[src/scr_pkg.sv]
// shared widths, result type and controller states of the sieve cache
package scr_pkg;

    localparam int KEY_W   = 64;
    localparam int VALUE_W = 32;
    localparam int CFG_W   = 5;

    typedef struct packed {
        logic                      hit;
        logic signed [VALUE_W-1:0] read_value;
        logic                      evicted;
        logic        [KEY_W-1:0]   evicted_key;
    } scr_result_t;

    typedef enum logic [2:0] {
        ST_IDLE,
        ST_LOOKUP,
        ST_SCAN,
        ST_EVICT,
        ST_FREE,
        ST_DONE
    } scr_state_t;

endpackage

[src/scr_req_if.sv]
// request channel: one lookup or insert item
interface scr_req_if;
    logic                              valid;
    logic                              ready;
    logic                              req_type;
    logic        [scr_pkg::KEY_W-1:0]   key;
    logic signed [scr_pkg::VALUE_W-1:0] value;

    modport source (output valid, req_type, key, value, input ready);
    modport sink   (input valid, req_type, key, value, output ready);
endinterface

[src/scr_rsp_if.sv]
// response channel: one result item per request
interface scr_rsp_if;
    logic                              valid;
    logic                              ready;
    logic                              hit;
    logic signed [scr_pkg::VALUE_W-1:0] read_value;
    logic                              evicted;
    logic        [scr_pkg::KEY_W-1:0]   evicted_key;

    modport source (output valid, hit, read_value, evicted, evicted_key, input ready);
    modport sink   (input valid, hit, read_value, evicted, evicted_key, output ready);
endinterface

[src/scr_cfg_if.sv]
// configuration write channel for the capacity register
interface scr_cfg_if;
    logic                        valid;
    logic                        ready;
    logic [scr_pkg::CFG_W-1:0]   active_entries;

    modport source (output valid, active_entries, input ready);
    modport sink   (input valid, active_entries, output ready);
endinterface

[src/scr_slot_ram.sv]
// slot key/value memory, one write port and one registered read port
module scr_slot_ram #(
    parameter int DEPTH    = 16,
    parameter int KEY_BITS = 64,
    parameter int ADDR_W   = 4
) (
    input  logic                         clk,
    input  logic                         rd_en,
    input  logic [ADDR_W-1:0]            rd_addr,
    output logic [KEY_BITS-1:0]          rd_key,
    output logic [scr_pkg::VALUE_W-1:0]  rd_value,
    input  logic                         wr_en,
    input  logic [ADDR_W-1:0]            wr_addr,
    input  logic [KEY_BITS-1:0]          wr_key,
    input  logic [scr_pkg::VALUE_W-1:0]  wr_value
);
    import scr_pkg::*;

    logic [KEY_BITS+VALUE_W-1:0] mem [DEPTH];
    logic [KEY_BITS+VALUE_W-1:0] rd_data_reg;

    always_ff @(posedge clk)
    begin
        if (wr_en)
        begin
            mem[wr_addr] <= {wr_key, wr_value};
        end
    end

    always_ff @(posedge clk)
    begin
        if (rd_en)
        begin
            rd_data_reg <= mem[rd_addr];
        end
    end

    assign rd_key   = rd_data_reg[KEY_BITS+VALUE_W-1:VALUE_W];
    assign rd_value = rd_data_reg[VALUE_W-1:0];

endmodule

[src/scr_engine.sv]
// sieve controller: sequential lookup, hand scan, eviction and slot fill
module scr_engine #(
    parameter int ENTRIES  = 16,
    parameter int KEY_BITS = 64,
    parameter int IDX_W    = 4,
    parameter int CNT_W    = 5
) (
    input  logic                                clk,
    input  logic                                rst_n,
    input  logic                                in_valid,
    output logic                                in_ready,
    input  logic                                in_req_type,
    input  logic        [scr_pkg::KEY_W-1:0]    in_key,
    input  logic signed [scr_pkg::VALUE_W-1:0]  in_value,
    input  logic                                cfg_we,
    input  logic        [scr_pkg::CFG_W-1:0]    cfg_data,
    output logic                                res_valid,
    input  logic                                res_ready,
    output scr_pkg::scr_result_t                res,
    output logic                                rd_en,
    output logic        [IDX_W-1:0]             rd_addr,
    input  logic        [KEY_BITS-1:0]          rd_key,
    input  logic        [scr_pkg::VALUE_W-1:0]  rd_value,
    output logic                                wr_en,
    output logic        [IDX_W-1:0]             wr_addr,
    output logic        [KEY_BITS-1:0]          wr_key,
    output logic        [scr_pkg::VALUE_W-1:0]  wr_value
);
    import scr_pkg::*;

    scr_state_t            state_reg, state_next;
    logic                  is_ins_reg, is_ins_next;
    logic [KEY_BITS-1:0]   key_reg, key_next;
    logic [VALUE_W-1:0]    value_reg, value_next;
    logic [CNT_W-1:0]      rd_idx_reg, rd_idx_next;
    logic                  cmp_valid_reg, cmp_valid_next;
    logic [IDX_W-1:0]      cmp_idx_reg, cmp_idx_next;
    logic [IDX_W-1:0]      hand_reg, hand_next;
    logic [IDX_W-1:0]      pos_reg, pos_next;
    logic [CNT_W-1:0]      step_reg, step_next;
    logic [CNT_W-1:0]      occ_reg, occ_next;
    logic [CNT_W-1:0]      cap_reg, cap_next;
    logic [ENTRIES-1:0]    valid_reg, valid_next;
    logic [ENTRIES-1:0]    visited_reg, visited_next;
    scr_result_t           res_reg, res_next;

    logic                  match;
    logic [CNT_W-1:0]      cap_last;
    logic [CNT_W-1:0]      hand_inc;
    logic [CNT_W-1:0]      pos_inc;
    logic [IDX_W-1:0]      hand_adv;
    logic [IDX_W-1:0]      pos_adv;
    logic [31:0]           cfg_wide;
    logic [CNT_W-1:0]      cap_sat;

    assign match    = cmp_valid_reg && valid_reg[cmp_idx_reg] && (rd_key == key_reg);
    assign cap_last = cap_reg - CNT_W'(1);
    assign hand_inc = CNT_W'(hand_reg) + CNT_W'(1);
    assign pos_inc  = CNT_W'(pos_reg) + CNT_W'(1);
    assign hand_adv = (hand_inc == cap_reg) ? '0 : hand_inc[IDX_W-1:0];
    assign pos_adv  = (pos_inc == cap_reg) ? '0 : pos_inc[IDX_W-1:0];
    assign res      = res_reg;

    // capacity zero acts as one, above the slot count saturates
    always_comb
    begin
        cfg_wide = 32'(cfg_data);
        if (cfg_wide == 32'd0)
        begin
            cap_sat = CNT_W'(1);
        end
        else if (cfg_wide > 32'(ENTRIES))
        begin
            cap_sat = CNT_W'(ENTRIES);
        end
        else
        begin
            cap_sat = cfg_wide[CNT_W-1:0];
        end
    end

    always_comb
    begin
        state_next     = state_reg;
        is_ins_next    = is_ins_reg;
        key_next       = key_reg;
        value_next     = value_reg;
        rd_idx_next    = rd_idx_reg;
        cmp_valid_next = 1'b0;
        cmp_idx_next   = cmp_idx_reg;
        hand_next      = hand_reg;
        pos_next       = pos_reg;
        step_next      = step_reg;
        occ_next       = occ_reg;
        cap_next       = cap_reg;
        valid_next     = valid_reg;
        visited_next   = visited_reg;
        res_next       = res_reg;
        in_ready       = 1'b0;
        res_valid      = 1'b0;
        rd_en          = 1'b0;
        rd_addr        = rd_idx_reg[IDX_W-1:0];
        wr_en          = 1'b0;
        wr_addr        = hand_reg;
        wr_key         = key_reg;
        wr_value       = value_reg;

        unique case (state_reg)
            ST_IDLE:
            begin
                in_ready = 1'b1;
                if (in_valid)
                begin
                    is_ins_next = in_req_type;
                    key_next    = in_key[KEY_BITS-1:0];
                    value_next  = in_value;
                    rd_idx_next = '0;
                    if (CNT_W'(hand_reg) >= cap_reg)
                    begin
                        hand_next = '0;
                    end
                    state_next = ST_LOOKUP;
                end
            end
            ST_LOOKUP:
            begin
                // read one slot per cycle, compare the one read last cycle
                rd_en          = (rd_idx_reg < cap_reg);
                cmp_valid_next = rd_en;
                cmp_idx_next   = rd_idx_reg[IDX_W-1:0];
                if (rd_en)
                begin
                    rd_idx_next = rd_idx_reg + CNT_W'(1);
                end
                if (match)
                begin
                    visited_next[cmp_idx_reg] = 1'b1;
                    res_next.hit              = 1'b1;
                    res_next.read_value       = is_ins_reg ? '0 : rd_value;
                    res_next.evicted          = 1'b0;
                    res_next.evicted_key      = '0;
                    if (is_ins_reg)
                    begin
                        wr_en   = 1'b1;
                        wr_addr = cmp_idx_reg;
                    end
                    state_next = ST_DONE;
                end
                else if (cmp_valid_reg && (CNT_W'(cmp_idx_reg) == cap_last))
                begin
                    res_next.hit         = 1'b0;
                    res_next.read_value  = '0;
                    res_next.evicted     = 1'b0;
                    res_next.evicted_key = '0;
                    step_next            = '0;
                    pos_next             = hand_reg;
                    if (!is_ins_reg)
                    begin
                        state_next = ST_DONE;
                    end
                    else if (occ_reg >= cap_reg)
                    begin
                        state_next = ST_SCAN;
                    end
                    else
                    begin
                        state_next = ST_FREE;
                    end
                end
            end
            ST_SCAN:
            begin
                if ((step_reg == cap_reg) || !visited_reg[hand_reg])
                begin
                    rd_en      = 1'b1;
                    rd_addr    = hand_reg;
                    state_next = ST_EVICT;
                end
                else
                begin
                    visited_next[hand_reg] = 1'b0;
                    hand_next              = hand_adv;
                    step_next              = step_reg + CNT_W'(1);
                end
            end
            ST_EVICT:
            begin
                // freed slot is refilled at once, occupancy stays
                res_next.evicted       = valid_reg[hand_reg];
                res_next.evicted_key   = valid_reg[hand_reg] ? KEY_W'(rd_key) : '0;
                wr_en                  = 1'b1;
                wr_addr                = hand_reg;
                valid_next[hand_reg]   = 1'b1;
                visited_next[hand_reg] = 1'b1;
                state_next             = ST_DONE;
            end
            ST_FREE:
            begin
                if (step_reg == cap_reg)
                begin
                    state_next = ST_DONE;
                end
                else if (!valid_reg[pos_reg])
                begin
                    wr_en                 = 1'b1;
                    wr_addr               = pos_reg;
                    valid_next[pos_reg]   = 1'b1;
                    visited_next[pos_reg] = 1'b1;
                    occ_next              = occ_reg + CNT_W'(1);
                    state_next            = ST_DONE;
                end
                else
                begin
                    pos_next  = pos_adv;
                    step_next = step_reg + CNT_W'(1);
                end
            end
            ST_DONE:
            begin
                res_valid = 1'b1;
                if (res_ready)
                begin
                    state_next = ST_IDLE;
                end
            end
            default:
            begin
                state_next = ST_IDLE;
            end
        endcase

        // capacity write flushes the cache
        if (cfg_we)
        begin
            cap_next     = cap_sat;
            valid_next   = '0;
            visited_next = '0;
            hand_next    = '0;
            occ_next     = '0;
        end
    end

    always_ff @(posedge clk or negedge rst_n)
    begin
        if (!rst_n)
        begin
            state_reg     <= ST_IDLE;
            rd_idx_reg    <= '0;
            cmp_valid_reg <= 1'b0;
            cmp_idx_reg   <= '0;
            hand_reg      <= '0;
            pos_reg       <= '0;
            step_reg      <= '0;
            occ_reg       <= '0;
            cap_reg       <= CNT_W'(ENTRIES);
            valid_reg     <= '0;
            visited_reg   <= '0;
        end
        else
        begin
            state_reg     <= state_next;
            rd_idx_reg    <= rd_idx_next;
            cmp_valid_reg <= cmp_valid_next;
            cmp_idx_reg   <= cmp_idx_next;
            hand_reg      <= hand_next;
            pos_reg       <= pos_next;
            step_reg      <= step_next;
            occ_reg       <= occ_next;
            cap_reg       <= cap_next;
            valid_reg     <= valid_next;
            visited_reg   <= visited_next;
        end
    end

    always_ff @(posedge clk)
    begin
        is_ins_reg <= is_ins_next;
        key_reg    <= key_next;
        value_reg  <= value_next;
        res_reg    <= res_next;
    end

endmodule

[src/sieve_cache_replacement_core.sv]
// top level of the sieve replacement key/value cache
//
// req carries one item: req_type (0 get, 1 insert or update), key, value.
// rsp returns one item per request: hit, read_value, evicted, evicted_key.
// cfg writes the capacity (active_entries); a write flushes all slots and
// must come only while no request is in flight.
// a request is taken only when the controller is idle, the cycle after its
// previous result moved to the output register. the lookup compares the
// slots in order and ends at the first match or after the last slot; an
// insert that misses then searches from the hand for a free slot or, on a
// full cache, scans with the hand, clearing visited bits, and evicts the
// first unvisited slot. the lookup reads the slot memory one entry per
// cycle, and the hand scan and free search step one slot per cycle.
// results sit in an output register; while rsp is stalled the controller
// accepts the next request and holds its finished result until the
// register frees up.
// reset empties the cache, parks the hand at slot zero and sets the
// capacity to ENTRIES; slot contents are never cleared, only marked invalid.
module sieve_cache_replacement_core #(
    parameter int ENTRIES  = 16,
    parameter int KEY_BITS = 64
) (
    input  logic      clk,
    input  logic      rst_n,
    scr_req_if.sink   req,
    scr_rsp_if.source rsp,
    scr_cfg_if.sink   cfg
);
    import scr_pkg::*;

    localparam int IDX_W = (ENTRIES > 1) ? $clog2(ENTRIES) : 1;
    localparam int CNT_W = $clog2(ENTRIES + 1);

    logic                 rd_en;
    logic [IDX_W-1:0]     rd_addr;
    logic [KEY_BITS-1:0]  rd_key;
    logic [VALUE_W-1:0]   rd_value;
    logic                 wr_en;
    logic [IDX_W-1:0]     wr_addr;
    logic [KEY_BITS-1:0]  wr_key;
    logic [VALUE_W-1:0]   wr_value;
    logic                 res_valid;
    logic                 res_ready;
    scr_result_t          res;
    logic                 out_valid_reg;
    scr_result_t          out_reg;

    assign cfg.ready = 1'b1;
    assign res_ready = !out_valid_reg || rsp.ready;

    scr_engine #(
        .ENTRIES  (ENTRIES),
        .KEY_BITS (KEY_BITS),
        .IDX_W    (IDX_W),
        .CNT_W    (CNT_W)
    ) u_engine (
        .clk         (clk),
        .rst_n       (rst_n),
        .in_valid    (req.valid),
        .in_ready    (req.ready),
        .in_req_type (req.req_type),
        .in_key      (req.key),
        .in_value    (req.value),
        .cfg_we      (cfg.valid),
        .cfg_data    (cfg.active_entries),
        .res_valid   (res_valid),
        .res_ready   (res_ready),
        .res         (res),
        .rd_en       (rd_en),
        .rd_addr     (rd_addr),
        .rd_key      (rd_key),
        .rd_value    (rd_value),
        .wr_en       (wr_en),
        .wr_addr     (wr_addr),
        .wr_key      (wr_key),
        .wr_value    (wr_value)
    );

    scr_slot_ram #(
        .DEPTH    (ENTRIES),
        .KEY_BITS (KEY_BITS),
        .ADDR_W   (IDX_W)
    ) u_slot_ram (
        .clk      (clk),
        .rd_en    (rd_en),
        .rd_addr  (rd_addr),
        .rd_key   (rd_key),
        .rd_value (rd_value),
        .wr_en    (wr_en),
        .wr_addr  (wr_addr),
        .wr_key   (wr_key),
        .wr_value (wr_value)
    );

    always_ff @(posedge clk or negedge rst_n)
    begin
        if (!rst_n)
        begin
            out_valid_reg <= 1'b0;
        end
        else if (res_valid && res_ready)
        begin
            out_valid_reg <= 1'b1;
        end
        else if (rsp.ready)
        begin
            out_valid_reg <= 1'b0;
        end
    end

    always_ff @(posedge clk)
    begin
        if (res_valid && res_ready)
        begin
            out_reg <= res;
        end
    end

    assign rsp.valid       = out_valid_reg;
    assign rsp.hit         = out_reg.hit;
    assign rsp.read_value  = out_reg.read_value;
    assign rsp.evicted     = out_reg.evicted;
    assign rsp.evicted_key = out_reg.evicted_key;

`ifndef SYNTHESIS
    a_hit_no_evict: assert property (@(posedge clk) disable iff (!rst_n)
        rsp.valid |-> !(rsp.hit && rsp.evicted))
        else $error("result reports both hit and eviction");

    a_evkey_zero: assert property (@(posedge clk) disable iff (!rst_n)
        (rsp.valid && !rsp.evicted) |-> (rsp.evicted_key == '0))
        else $error("evicted key nonzero without eviction");

    a_value_zero: assert property (@(posedge clk) disable iff (!rst_n)
        (rsp.valid && !rsp.hit) |-> (rsp.read_value == '0))
        else $error("read value nonzero on a miss");

    a_busy_after_accept: assert property (@(posedge clk) disable iff (!rst_n)
        (req.valid && req.ready) |=> !req.ready)
        else $error("request taken while previous item still in work");
`endif

endmodule
[src/flat_wrapper.sv]
// flat-port wrapper written by rule: the top's interface ports become plain ports
module sieve_cache_replacement_core_flat import scr_pkg::*;
#(
    parameter int ENTRIES  = 16,
    parameter int KEY_BITS = 64
)
  (clk, rst_n, req_valid, req_req_type, req_key, req_value, req_ready, rsp_valid, rsp_hit, rsp_read_value, rsp_evicted, rsp_evicted_key, rsp_ready, cfg_valid, cfg_active_entries, cfg_ready);
  scr_req_if req_i ();
  scr_rsp_if rsp_i ();
  scr_cfg_if cfg_i ();
  input  logic clk;
  input  logic rst_n;
  input wire logic [$bits(req_i.valid)-1:0] req_valid;
  input wire logic [$bits(req_i.req_type)-1:0] req_req_type;
  input wire logic [$bits(req_i.key)-1:0] req_key;
  input wire logic [$bits(req_i.value)-1:0] req_value;
  output wire logic [$bits(req_i.ready)-1:0] req_ready;
  output wire logic [$bits(rsp_i.valid)-1:0] rsp_valid;
  output wire logic [$bits(rsp_i.hit)-1:0] rsp_hit;
  output wire logic [$bits(rsp_i.read_value)-1:0] rsp_read_value;
  output wire logic [$bits(rsp_i.evicted)-1:0] rsp_evicted;
  output wire logic [$bits(rsp_i.evicted_key)-1:0] rsp_evicted_key;
  input wire logic [$bits(rsp_i.ready)-1:0] rsp_ready;
  input wire logic [$bits(cfg_i.valid)-1:0] cfg_valid;
  input wire logic [$bits(cfg_i.active_entries)-1:0] cfg_active_entries;
  output wire logic [$bits(cfg_i.ready)-1:0] cfg_ready;
  assign req_i.valid = req_valid;
  assign req_i.req_type = req_req_type;
  assign req_i.key = req_key;
  assign req_i.value = req_value;
  assign req_ready = req_i.ready;
  assign rsp_valid = rsp_i.valid;
  assign rsp_hit = rsp_i.hit;
  assign rsp_read_value = rsp_i.read_value;
  assign rsp_evicted = rsp_i.evicted;
  assign rsp_evicted_key = rsp_i.evicted_key;
  assign rsp_i.ready = rsp_ready;
  assign cfg_i.valid = cfg_valid;
  assign cfg_i.active_entries = cfg_active_entries;
  assign cfg_ready = cfg_i.ready;
  sieve_cache_replacement_core #(.ENTRIES(ENTRIES), .KEY_BITS(KEY_BITS)) u_core (.clk(clk), .rst_n(rst_n), .req(req_i), .rsp(rsp_i), .cfg(cfg_i));
endmodule
[config.mk]
export PLATFORM = sky130hd
export DESIGN_NAME = sieve_cache_replacement_core_flat
export DESIGN_NICKNAME = d
export VERILOG_FILES = /design/src/scr_pkg.sv /design/src/scr_req_if.sv /design/src/scr_rsp_if.sv /design/src/scr_cfg_if.sv /design/src/scr_slot_ram.sv /design/src/scr_engine.sv /design/src/sieve_cache_replacement_core.sv /design/src/flat_wrapper.sv
export SDC_FILE = /design/constraint.sdc
export NUM_CORES = 2
export LEC_CHECK = 0
export ABC_AREA = 0
export BUFFER_PORTS_ARGS = -buffer_cell sky130_fd_sc_hd__buf_2
export CAP_MARGIN = 30
export CELL_PAD_IN_SITES_DETAIL_PLACEMENT = 0
export CELL_PAD_IN_SITES_GLOBAL_PLACEMENT = 1
export CORE_MARGIN = 8
export CORE_UTILIZATION = 45
export DETAILED_ROUTE_END_ITERATION = 16
export PLACE_DENSITY_LB_ADDON = 0.1
export SLEW_MARGIN = 40
export SYNTH_ARGS = -nofsm -noshare
export SYNTH_HDL_FRONTEND = slang
export SYNTH_HIERARCHICAL = 1
export SYNTH_SLANG_ARGS = --single-unit
[constraint.sdc]
create_clock -name clk -period 11.2 [get_ports clk]
set_input_delay 3.36 -clock clk [delete_from_list [all_inputs] [get_ports clk]]
set_output_delay 3.36 -clock clk [all_outputs]
set_load 0.1 [all_outputs]
==> flow_summary.toml <==
[detailed_routing]
drt-total-wl_mm = 197
ant_nets = 0
vias = 36781
routedWlPerCell_um = 31.2
drtIter0Drc = 3988
drc = 0
drt_pre_antenna_iters = 5
vias_per_cell = 5.84

[grt]
grt-ovfl-total = 0
antenna_found_initial = 17
grt_max_degree = 97
track_usage_pct = 21.4
grt_pass1_vias = 37967
grt_pass1_wl_mm = 280

[cells_and_area]
instances_no_fill = 6296
drive_gt1_share_pct = 25.3
fin_util_pct = 51.5
design_area_sq_um = 86800
layout_commonest_cell = "edfxtp_1"
area_growth_pct = 14.3
fillers = 13390
final_cell_mix = "edfxtp_1, mux4_2, clkbuf_16"
largest_reg_flops = 1536
final_nets = 4037

[timing]
slew_violations = 0
tightest_slew_ns = 0.887
setup_tns_ns = 0
min_period_ns = 5.71
hold_ws_ns = 0.405
slew_headroom_pct = 40.9
finalSetupViolCount = 0
fmax_mhz = 175
hold_violations = 0
rsz0062_at_grt = "no"
finalClockSkew_ns = 0.0431
fin_crit_sh_pct = 50.9

[clock_tree]
ctsHoldBuffers = 0
cts_tree = "done"
cts.sinks = 1994
numCtsBuffers = 206
cts.path.max_buffers = 3
root_buffer = "clkbuf_16"
path_clk_slew_ns = 0.06
cts_setup_buffers = 0
post_cts_resize_count = 0
clk_latency_ns = 0.84
cts.htree.levels = 4

[floorplanning]
die_w_um = 427
pin_count = 208
fp.dieH_um = 427
rows = 151
core-area_sq_um = 169000
die-area_sq_um = 182000
initial_core_util_pct = 45.1

[worst_setup_path]
crit_path_end_kind = "primary output"
cp.depth = 2
critical-path-max-stage-delay_ns = 0.60
crit_type = "register to primary output"
rr_worst_depth = 12
cp.required_ns = 7.84
ff2ff_setup_slack_ns = 5.55
crit_chain = "nor3_1 -> buf_2"
path_max_fanout = 17
critical_path_buf_inv_count = 1
crit_path_start_kind = "register"
cp_top_family = "flip-flops"
arrival_ns = 2.35
crit_slowest_cell = "dfrtp_1"

[worst_hold_path]
hold_depth = 0
hp-class = "register to register"

[logic_synthesis]
async_reset_ff_share_pct = 3.46
syn_nets = 3724
yosysUniqueCellTypes = 71
ys_warn_count = 6
ys_dominant_reg_cell = "edfxtp_1"
synth_edf_count = 1925
syn_avg_cell_area_sq_um = 21.2
syn_area_sq_um = 76000
yosysSeqAreaShare_pct = 78.4
ys_ff_latch = 1994
synthCells = 3592

[placed_design]
gp_congestion = 0.763
placed_cell_area_sq_um = 80100
dpl.cell_count = 5913
place.port_buffers = 206
dpl.hpwl_mm = 108

[power]
powerDensity_nw_per_um2 = 235
ir_worst_vdd_uv = 169
p_leak_nw = 28.3

[job]
drv_cap = 0

[run_status]
status = "complete, no violations"
-- cell usage after synthesis (12+ instances only) --
library cell	instances	area, sq um
nand4_1	14	87.6
xor2_1	53	464
dfrtp_1	68	1700
xnor2_1	16	140
buf_4	21	158
clkbuf_1	94	353
nand2b_1	22	138
nand3_1	23	115
nor3_1	18	90.1
a21oi_1	24	120
buf_2	23	115
and3_1	67	419
o211ai_1	15	113
nor2_1	59	221
nand2_1	175	657
o21ai_0	45	225
nor4_1	20	125
o31ai_1	12	90.1
mux4_2	401	9030
inv_1	26	97.6
a22oi_1	192	1440
buf_1	30	113
nor2b_1	39	244
ha_1	25	313
edfxtp_1	1925	57800
and2_1	38	238
buf_6	21	236
mux2i_1	17	170
-- stage by stage --
step                power (mW)  worst slack [ns]
detailed placement        13.9              5.58
global placement          13.8              5.14
CTS                       20.6              5.43
finish                    20.4              5.49
floorplan                 12.4              1.33
global route              21.1              5.22
-- power breakdown --
group / switching, mW / internal, mW / total, mW
clock: 2.82 / 3.93 / 6.75
combinational: 2.67 / 1.75 / 4.41
sequential: 0.380 / 8.83 / 9.21
total: 5.86 / 14.5 / 20.4
-- path summary, 6_finish.rpt --
path,from,to
worst max-delay path,u_core/u_engine/state_reg[1],req_ready
min in group asynchronous,rst_n,u_core/u_engine/step_reg[2]
max in group asynchronous,rst_n,u_core/u_engine/valid_reg[11]
worst min register to register,u_core/u_engine/res[56],u_core/rsp.evicted_key[56]
worst min-delay path,u_core/u_engine/res[56],u_core/rsp.evicted_key[56]
worst max register to register,u_core/u_engine/wr_key[39],u_core/u_slot_ram/mem[13][14]
-- logic make-up (layout without fill, tap and decap cells) --
logic type | Yosys count | after routing | share of synthesized area [%]
buf+inv | 216 | 695 | 1.42
compound gates | 356 | 356 | 3.39
other cells | 1 | 8 | 0.00494
flops | 1994 | 1994 | 78.4
simple gates | 506 | 506 | 3.40
xor+xnor | 69 | 69 | 0.795
mux | 425 | 425 | 12.2
fa+ha+maj | 25 | 25 | 0.412
-- worst reg2reg max path, cell delays in order (launching register included) --
cell and delay (ns):
edfxtp_1 0.63, nor2b_1 0.24, a2111oi_0 0.49, nand4_1 0.34, nor4_1 0.57, buf_4 0.26
nand4_1 0.30, mux2i_1 0.25, nand2_1 0.23, nand2b_1 0.41, nor2_4 0.19, buf_4 0.60
buf_4 0.70
-- layout make-up --
cell class	instances	area, sq um	share of cell area (%)
Antenna cell	7	17.5	0.0202
Clock buffer	250	5450	6.27
Clock inverter	124	1200	1.39
Inverter	27	109	0.125
Multi-Input combinational cell	1382	15600	17.9
Sequential cell	1994	59500	68.6
Tap cell	2218	2780	3.20
Timing Repair Buffer	294	2190	2.52
-- metal layers --
layer / track usage, % / vias to the layer above / share of wire, %
met5: 0.161 / - / 0
met4: 5.81 / 0 / 2.5
met3: 3.55 / 280 / 5.5
met2: 35.0 / 1101 / 48
met1: 30.2 / 19867 / 43
li1: - / 15533 / -
No activity file was read; power rests on OpenSTA's default activity.
